### src/design/ste_pkg.sv
`timescale 1ns / 1ps
`default_nettype none

package ste_pkg;

   localparam int REQ_DATA_W = 88;
   localparam int RSP_DATA_W = 48;
   localparam int CSR_IDX_W  = 2;
   localparam int CSR_DATA_W = 10;
   localparam int POS_W      = 12;
   localparam int CODE_W     = 16;
   localparam int COLOR_W    = 6;

   // register indexes of the control port
   localparam logic [CSR_IDX_W-1:0] CSR_SCREEN_FLIP   = 2'd0;
   localparam logic [CSR_IDX_W-1:0] CSR_SCREEN_WIDTH  = 2'd1;
   localparam logic [CSR_IDX_W-1:0] CSR_SCREEN_HEIGHT = 2'd2;

   localparam logic [CSR_DATA_W-1:0] SCREEN_WIDTH_RST  = 10'd320;
   localparam logic [CSR_DATA_W-1:0] SCREEN_HEIGHT_RST = 10'd224;

   localparam logic [POS_W-1:0] X_OFFSET = 12'd32;

   typedef enum logic [1:0] {
      ST_IDLE,
      ST_SETUP,
      ST_EMIT
   } ste_state_type;

   typedef struct packed {
      logic load;
      logic setup;
      logic step;
   } ste_cmd_type;

   typedef struct packed {
      logic skip;
      logic last;
   } ste_status_type;

endpackage

`default_nettype wire

### src/design/ste_ctrl.sv
`timescale 1ns / 1ps
`default_nettype none

module ste_ctrl
   import ste_pkg::*;
(
   input  wire logic           clock,
   input  wire logic           reset,
   input  wire logic           req_tvalid,
   output logic                req_tready,
   output logic                rsp_tvalid,
   input  wire logic           rsp_tready,
   input  wire ste_status_type status,
   output ste_cmd_type         cmd
);

   ste_state_type state_ff, state_in;

   always_ff @(posedge clock) begin
      if (reset) begin
         state_ff <= ST_IDLE;
      end else begin
         state_ff <= state_in;
      end
   end

   always_comb begin
      state_in = state_ff;
      case (state_ff)
         ST_IDLE: begin
            if (req_tvalid) state_in = ST_SETUP;
         end
         ST_SETUP: begin
            state_in = status.skip ? ST_IDLE : ST_EMIT;
         end
         ST_EMIT: begin
            if (rsp_tready && status.last) state_in = ST_IDLE;
         end
         default: begin
            state_in = ST_IDLE;
         end
      endcase
   end

   always_comb begin
      req_tready = 1'b0;
      rsp_tvalid = 1'b0;
      cmd        = '0;
      case (state_ff)
         ST_IDLE: begin
            req_tready = 1'b1;
            cmd.load   = req_tvalid;
         end
         ST_SETUP: begin
            cmd.setup = !status.skip;
         end
         ST_EMIT: begin
            rsp_tvalid = 1'b1;
            cmd.step   = rsp_tready;
         end
         default: begin
            req_tready = 1'b0;
         end
      endcase
   end

endmodule

`default_nettype wire

### src/design/ste_datapath.sv
`timescale 1ns / 1ps
`default_nettype none

module ste_datapath
   import ste_pkg::*;
#(
   parameter int TILE_PIXELS    = 16,
   parameter int MAX_TILES_SIDE = 16
) (
   input  wire logic                  clock,
   input  wire logic                  reset,
   input  wire logic                  csr_wr_en,
   input  wire logic [CSR_IDX_W-1:0]  csr_index,
   input  wire logic [CSR_DATA_W-1:0] csr_wdata,
   input  wire logic [REQ_DATA_W-1:0] req_tdata,
   input  wire logic                  req_tuser,
   input  wire ste_cmd_type           cmd,
   output ste_status_type             status,
   output logic [RSP_DATA_W-1:0]      rsp_tdata,
   output logic                       rsp_tlast
);

   localparam int DIM_W  = $clog2(MAX_TILES_SIDE + 1);
   localparam int AREA_W = $clog2(MAX_TILES_SIDE * MAX_TILES_SIDE + 1);
   localparam int KOFF_W = $clog2(15 * MAX_TILES_SIDE + 1);
   localparam int SPAN_W = $clog2(MAX_TILES_SIDE * TILE_PIXELS + 1);
   localparam int COLX_W = $clog2(15 * TILE_PIXELS + 1);

   function automatic logic [DIM_W-1:0] tile_count(input logic [3:0] nib);
      logic [4:0] n;
      n = {1'b0, nib} + 5'd1;
      if (n > 5'(MAX_TILES_SIDE)) n = 5'(MAX_TILES_SIDE);
      return DIM_W'(n);
   endfunction

   // control registers
   logic                  flip_ff, flip_in;
   logic [CSR_DATA_W-1:0] width_ff, width_in;
   logic [CSR_DATA_W-1:0] height_ff, height_in;

   always_comb begin
      flip_in   = flip_ff;
      width_in  = width_ff;
      height_in = height_ff;
      if (csr_wr_en) begin
         case (csr_index)
            CSR_SCREEN_FLIP:   flip_in   = csr_wdata[0];
            CSR_SCREEN_WIDTH:  width_in  = csr_wdata;
            CSR_SCREEN_HEIGHT: height_in = csr_wdata;
            default:           flip_in   = flip_ff;
         endcase
      end
   end

   always_ff @(posedge clock) begin
      if (reset) begin
         flip_ff   <= 1'b0;
         width_ff  <= SCREEN_WIDTH_RST;
         height_ff <= SCREEN_HEIGHT_RST;
      end else begin
         flip_ff   <= flip_in;
         width_ff  <= width_in;
         height_ff <= height_in;
      end
   end

   // input beat fields
   logic [15:0] size_word;
   logic [15:0] code_word;
   logic [9:0]  x_raw, y_raw;
   logic [5:0]  color_raw;
   logic [3:0]  col_raw;
   logic [DIM_W-1:0] dimx_in, dimy_in;

   assign size_word = req_tdata[15:0];
   assign code_word = req_tdata[31:16];
   assign x_raw     = req_tdata[41:32];
   assign y_raw     = req_tdata[57:48];
   assign color_raw = req_tdata[69:64];
   assign col_raw   = req_tdata[83:80];
   assign dimx_in   = tile_count(size_word[3:0]);
   assign dimy_in   = tile_count(size_word[7:4]);

   // captured sprite and the products taken from it
   logic              show_ff;
   logic              hibit_ff, flipx_ff;
   logic [14:0]       code_ff;
   logic [9:0]        x_ff, y_ff;
   logic [COLOR_W-1:0] color_ff;
   logic [3:0]        col_ff;
   logic [DIM_W-1:0]  dimx_ff, dimy_ff;
   logic [AREA_W-1:0] area_ff;
   logic [KOFF_W-1:0] koff_ff;
   logic [SPAN_W-1:0] xspan_ff, yspan_ff;
   logic [COLX_W-1:0] colx_ff;

   always_ff @(posedge clock) begin
      if (cmd.load) begin
         show_ff  <= req_tuser;
         hibit_ff <= size_word[8];
         flipx_ff <= size_word[12];
         code_ff  <= code_word[14:0];
         x_ff     <= x_raw;
         y_ff     <= y_raw;
         color_ff <= color_raw;
         col_ff   <= col_raw;
         dimx_ff  <= dimx_in;
         dimy_ff  <= dimy_in;
         area_ff  <= AREA_W'(int'(dimx_in) * int'(dimy_in));
         koff_ff  <= KOFF_W'(int'(col_raw) * int'(dimy_in));
         xspan_ff <= SPAN_W'(int'(dimx_in) * TILE_PIXELS);
         yspan_ff <= SPAN_W'(int'(dimy_in) * TILE_PIXELS);
         colx_ff  <= COLX_W'(int'(col_raw) * TILE_PIXELS);
      end
   end

   // first tile of the column
   logic [14:0]       code_sum;
   logic [CODE_W-1:0] base_code, first_code;
   logic [POS_W-1:0]  sx_ext, sy_ext, sx, sy, first_px;

   always_comb begin
      code_sum   = code_ff + (flip_ff ? (15'(area_ff) - 15'd1) : 15'd0);
      base_code  = {hibit_ff, code_sum};
      first_code = flip_ff ? (base_code - CODE_W'(koff_ff))
                           : (base_code + CODE_W'(koff_ff));
      sx_ext = {{(POS_W-10){x_ff[9]}}, x_ff};
      sy_ext = {{(POS_W-10){y_ff[9]}}, y_ff};
      if (flip_ff) begin
         sx = POS_W'(width_ff) - sx_ext - POS_W'(xspan_ff) - X_OFFSET;
         sy = POS_W'(height_ff) - sy_ext - POS_W'(yspan_ff);
      end else begin
         sx = sx_ext + X_OFFSET;
         sy = sy_ext;
      end
      first_px = sx + POS_W'(colx_ff);
   end

   assign status.skip = !show_ff || ({1'b0, col_ff} >= 5'(dimx_ff));

   // running tile registers
   logic [CODE_W-1:0] tcode_ff, tcode_in;
   logic [POS_W-1:0]  px_ff, px_in;
   logic [POS_W-1:0]  py_ff, py_in;
   logic [DIM_W-1:0]  row_ff, row_in;

   always_comb begin
      tcode_in = tcode_ff;
      px_in    = px_ff;
      py_in    = py_ff;
      row_in   = row_ff;
      if (cmd.setup) begin
         tcode_in = first_code;
         px_in    = first_px;
         py_in    = sy;
         row_in   = '0;
      end else if (cmd.step) begin
         tcode_in = flip_ff ? (tcode_ff - CODE_W'(1)) : (tcode_ff + CODE_W'(1));
         py_in    = py_ff + POS_W'(TILE_PIXELS);
         row_in   = row_ff + DIM_W'(1);
      end
   end

   always_ff @(posedge clock) begin
      tcode_ff <= tcode_in;
      px_ff    <= px_in;
      py_ff    <= py_in;
      row_ff   <= row_in;
   end

   assign status.last = (row_ff == (dimy_ff - DIM_W'(1)));
   assign rsp_tlast   = status.last;
   assign rsp_tdata   = {py_ff, px_ff, flip_ff, flipx_ff ^ flip_ff, color_ff, tcode_ff};

endmodule

`default_nettype wire

### src/design/sprite_tile_expander.sv
`timescale 1ns / 1ps
`default_nettype none

// channel   direction  handshake          payload
// req_      in         tvalid / tready    tdata: sprite entry and column, tuser: display bit
// rsp_      out        tvalid / tready    tdata: tile command, tlast: last tile of column
// csr_      in         wr_en              index, wdata: screen flip, width, height
//
// a shown sprite: the beat is captured while idle, the first tile formed in setup, then h
// tiles (h = tile rows, 1 to 16) from the datapath row counter, one per cycle while
// rsp_tready is high; a hidden sprite or a column outside the sprite gives nothing
// reset is synchronous: flip 0, width 320, height 224, controller idle
// rsp_tready low holds the current tile; req_tready is high only while idle

module sprite_tile_expander
   import ste_pkg::*;
#(
   parameter int TILE_PIXELS    = 16,
   parameter int MAX_TILES_SIDE = 16
) (
   input  wire logic                  clock,
   input  wire logic                  reset,
   input  wire logic                  req_tvalid,
   output logic                       req_tready,
   // size_word[15:0], code_word[31:16], x_word[47:32], y_word[63:48],
   // color_word[79:64], column_index[83:80], zero[87:84]
   input  wire logic [REQ_DATA_W-1:0] req_tdata,
   // show_sprite[0]
   input  wire logic                  req_tuser,
   output logic                       rsp_tvalid,
   input  wire logic                  rsp_tready,
   // tile_code[15:0], palette_color[21:16], mirror_x[22], mirror_y[23],
   // pos_x[35:24], pos_y[47:36]
   output logic [RSP_DATA_W-1:0]      rsp_tdata,
   output logic                       rsp_tlast,
   input  wire logic                  csr_wr_en,
   input  wire logic [CSR_IDX_W-1:0]  csr_index,
   input  wire logic [CSR_DATA_W-1:0] csr_wdata
);

   ste_cmd_type    cmd;
   ste_status_type status;

   ste_ctrl u_ctrl (
      .clock      (clock),
      .reset      (reset),
      .req_tvalid (req_tvalid),
      .req_tready (req_tready),
      .rsp_tvalid (rsp_tvalid),
      .rsp_tready (rsp_tready),
      .status     (status),
      .cmd        (cmd)
   );

   ste_datapath #(
      .TILE_PIXELS    (TILE_PIXELS),
      .MAX_TILES_SIDE (MAX_TILES_SIDE)
   ) u_datapath (
      .clock     (clock),
      .reset     (reset),
      .csr_wr_en (csr_wr_en),
      .csr_index (csr_index),
      .csr_wdata (csr_wdata),
      .req_tdata (req_tdata),
      .req_tuser (req_tuser),
      .cmd       (cmd),
      .status    (status),
      .rsp_tdata (rsp_tdata),
      .rsp_tlast (rsp_tlast)
   );

`ifndef SYNTHESIS
   a_setup_gap: assert property (@(posedge clock) disable iff (reset)
      (req_tvalid && req_tready) |=> (!rsp_tvalid && !req_tready))
      else $error("tile beat or new sprite right after capture");

   a_no_overlap: assert property (@(posedge clock) disable iff (reset)
      rsp_tvalid |-> !req_tready)
      else $error("sprite accepted while tiles pending");

   a_last_to_idle: assert property (@(posedge clock) disable iff (reset)
      (rsp_tvalid && rsp_tready && rsp_tlast) |=> (req_tready && !rsp_tvalid))
      else $error("column did not end after last tile");

   a_column_x: assert property (@(posedge clock) disable iff (reset)
      (rsp_tvalid && rsp_tready && !rsp_tlast) |=>
         (rsp_tvalid && (rsp_tdata[35:24] == $past(rsp_tdata[35:24]))))
      else $error("x moved within one column");
`endif

endmodule

`default_nettype wire

### config.mk
export PLATFORM = sky130hd
export DESIGN_NAME = sprite_tile_expander
export DESIGN_NICKNAME = d
export VERILOG_FILES = /design/src/design/ste_pkg.sv /design/src/design/ste_ctrl.sv /design/src/design/ste_datapath.sv /design/src/design/sprite_tile_expander.sv
export SDC_FILE = /design/constraint.sdc
export NUM_CORES = 1
export LEC_CHECK = 0
export BUFFER_PORTS_ARGS = -buffer_cell sky130_fd_sc_hd__buf_4
export CAP_MARGIN = 15
export CORE_MARGIN = 3
export CORE_UTILIZATION = 60
export CTS_BUF_LIST = sky130_fd_sc_hd__clkbuf_2 sky130_fd_sc_hd__clkbuf_4 sky130_fd_sc_hd__clkbuf_8
export CTS_CLUSTER_DIAMETER = 60
export DETAILED_ROUTE_END_ITERATION = 8
export PLACE_DENSITY = 0.83
export SLEW_MARGIN = 15
export SYNTH_ARGS = -nofsm -noshare
export SYNTH_HDL_FRONTEND = slang
export SYNTH_SLANG_ARGS = --single-unit
### constraint.sdc
create_clock -name clock -period 7.55 [get_ports clock]
set_input_delay 1.8875 -clock clock [delete_from_list [all_inputs] [get_ports clock]]
set_output_delay 1.8875 -clock clock [all_outputs]
set_load 0.02 [all_outputs]
==> impl_metrics.csv <==
group,metric,value,unit
yosys,synth_warnings,0,
yosys,synth_flop_cell,"edfxtp_1",
yosys,seq_area_frac_synth,38.1,%
global_route,grt_util_all_layers,23.6,%
global_route,grt_pass1_vias,7998,
timing,timing.hold.ws,0.465,ns
die,dieArea,19200,um2
power_and_ir_drop,power.share.sequential,43.1,%
detailed_routing,vias,8136,
placement,port_buffers,123,
detailed_routing,drt_iter0_drc,591,
detailed_routing,drc_errors,0,
die,start_util,62.5,%
yosys,synthTopCellsByArea,"edfxtp_1 (33%), ha_1 (14%), fa_1 (6.3%), dfxtp_1 (5.3%), xnor2_1 (5.1%)",
timing,clock_skew,0.0144,ns
detailed_routing,viasPerCell,5.72,
placement,place.gp.congestion,0.901,
cts,cts_hold_buf,0,
layout,syn_to_final_growth,14.6,%
cts,clk_path_buf_depth,2,
timing,rsz0062_at_grt,"false",
die,rows,47,
power_and_ir_drop,combPwrFrac,31.1,%
cts,tritoncts,"yes",
timing,worst_slew_pin_slew,1.06,ns
critical_path,cp.required,7.76,ns
power_and_ir_drop,p_int,1.48,mW
layout,drive_above_1_share,15.1,%
yosys,ys_types,68,
critical_path,critical_path_arrival,5.89,ns
cts,ctsHtreeMaxLevel,4,
power_and_ir_drop,max-vdd-ir-drop,0.000137,V
die,core_area,16900,um2
critical_path,rr_endpoint,"u_datapath.tcode_ff[15]",
timing,slew_headroom,29.4,%
critical_path,cp_max_fo,9,
critical_path,r2r_setup_slack,3.21,ns
cts,numCtsBuffers,17,
placement,post-place-ws,1.37,ns
critical_path,cp-end-kind,"register",
power_and_ir_drop,power,2.26,mW
power_and_ir_drop,clkPwrFrac,25.8,%
critical_path,crit_path_end,"u_datapath.area_ff[8]",
timing,period_needed,5.68,ns
placement,dp_hpwl,16500,um
timing,fin_crit_sh,75.3,%
layout,ff_latch_area,4020,um2
cts,cts.repair.resized,0,
yosys,async_flop_share,0,%
critical_path,reg2reg_depth,17,
layout,antenna_cells,0,
yosys,synth_nets,1324,
detailed_routing,drt_pass1_iterations,5,
cts,post_cts_buffers,0,
yosys,syn_avg_cell_area,9.91,um2
detailed_routing,drtAntennaViolNets,0,
layout,nNetsFinal,1449,
die,die_w,139,um
die,die_h,139,um
cts,clk_pin_slew,0.09,ns
cts,cts.sinks,143,
yosys,ys_seq_elements,143,
yosys,synthCells,1064,
min_path,hold_class,"register to register",
timing,setup_slack,1.87,ns
global_route,grt_max_degree,77,
power_and_ir_drop,power.leakage,5.32,nW
global_route,grt_pass1_wl,37500,um
job,maxCapViolCount,0,
global_route,antenna_found_initial,0,
timing,hold_viol,0,
placement,placed_area,11700,um2
critical_path,r2r-start,"u_datapath.flip_ff",
detailed_routing,post_drt_wl_per_cell,15.8,um
die,ios,157,
power_and_ir_drop,switchingPower,0.779,mW
timing,tns,0,ns
critical_path,cp-start-kind,"input pin",
yosys,synth_area_leader_cell,"edfxtp_1",
yosys,synth-edff-count,115,
cts,clk_latency,0.47,ns
cts,cts-root-buf,"clkbuf_8",
layout,postLayoutCellArea,12100,um2
timing,finalMaxSlewViolations,0,
run_status,run_status,"complete, no violations",
power_and_ir_drop,power.density,187,nW/um2
critical_path,worstSetupPathType,"input pin to register",
layout,final.fill_count,1211,
global_route,overflow,0,
timing,fmax,176,MHz
critical_path,cp-startpoint,"req_tdata[0]",
detailed_routing,drt_wl_total,22400,um
layout,multi_input_area,6080,um2
yosys,netlist_area,10500,um2
yosys,yosysTopAreaCellShare,32.8,%
timing,finalSetupViolations,0,
power_and_ir_drop,swShare,34.5,%
## stage by stage
stage               util, %  cells
finish                 71.5   1422
detailed placement     69.3   1389
global placement       69.3   1389
CTS                    71.5   1421
global route           71.5   1422
floorplan                 -   1064
## Yosys cell counts, types with 16 or more instances
master	count
nand3_1	18
nand2_1	102
edfxtp_1	115
o21ai_0	54
xor2_1	33
xnor2_1	61
dfxtp_1	28
nor3_1	17
nand2b_1	18
inv_1	95
ha_1	121
a21oi_1	78
nor2_1	75
and2_1	23
fa_1	33
a21o_1	21
clkbuf_1	16
## power groups by stage
stage	Combinational, mW	Clock [mW]	Sequential [mW]
2_1_floorplan	0.504	0	0.996
3_3_place_gp	0.663	0	0.989
3_5_place_dp	0.686	0	0.992
6_report	0.702	0.584	0.974
4_1_cts	0.701	0.601	0.974
5_1_grt	0.792	0.639	0.982
## sequential cells by signal (all words and copies together), names as in the netlist
name / count
u_datapath.color_ff: 6
u_datapath.xspan_ff: 5
u_datapath.y_ff: 10
u_datapath.px_ff: 12
u_datapath.yspan_ff: 5
u_datapath.col_ff: 4
u_datapath.koff_ff: 8
u_datapath.x_ff: 10
u_datapath.width_ff: 10
u_datapath.code_ff: 15
u_datapath.show_ff: 1
u_datapath.flipx_ff: 1
u_datapath.tcode_ff: 16
u_ctrl.state_ff: 2
u_datapath.hibit_ff: 1
u_datapath.height_ff: 10
u_datapath.row_ff: 5
u_datapath.flip_ff: 1
u_datapath.area_ff: 9
u_datapath.py_ff: 12
## per-layer routing
metal	part of all wire [%]	vias to the layer above	GRT usage (%)
met5	0	-	0
li1	-	4012	-
met1	44	3861	31.2
met2	49	225	40.0
met3	4.8	38	3.79
met4	2.1	0	7.38
## cells in the final DEF, fill, tap and decap left out, types with 18 or more instances in the layout
master	instances
fa_1	33
nand2_1	102
ha_1	121
xnor2_1	61
nand3_1	18
dfxtp_1	27
nor2_1	75
buf_4	127
edfxtp_1	115
o21ai_0	54
nand2b_1	18
inv_1	95
a21oi_1	78
and2_1	22
xor2_1	33
a21o_1	21
## logic make-up (layout without fill, tap and decap cells)
logic type               Yosys count  after routing  share of synthesized area [%]
adder cells (fa/ha/maj)          154            154                           20.6
AO/OA/AOI/OAI                    231            231                           13.7
buffers and inverters            119            257                           4.29
multiplexers                      15             15                           1.46
AND/OR/NAND/NOR                  308            308                           14.0
flip-flops                       143            143                           38.1
XOR/XNOR                          94             94                           7.81
## worst min path at each step
stage,from,end,cells past startpoint
finish,u_datapath.width_ff[1],u_datapath.width_ff[1],2
global route,u_datapath.height_ff[3],u_datapath.height_ff[3],2
CTS,u_datapath.width_ff[1],u_datapath.width_ff[1],2
detailed placement,u_datapath.width_ff[1],u_datapath.width_ff[1],2
global placement,u_datapath.width_ff[2],u_datapath.width_ff[2],2
floorplan,u_datapath.height_ff[0],u_datapath.height_ff[0],2
## final cells by class
type,instances,area share (%)
Tap cell,220,2.28
Inverter,97,3.02
Clock buffer,17,1.94
Sequential cell,143,33.3
Clock inverter,15,1.18
Multi-Input combinational cell,802,50.4
Timing Repair Buffer,128,7.94
## critical path: stages
cell,delay [ns]
buf_4,0.13
ha_1,0.22
and3_1,0.28
a21boi_0,0.56
nand2_1,0.16
fa_1,0.52
fa_1,0.53
fa_1,0.54
inv_1,0.04
ha_1,0.32
a21oi_1,0.14
nor2_1,0.05
nor2_1,0.15
o21bai_1,0.08
a21oi_1,0.17
xnor2_1,0.09
(Power assumes the default switching activity.)
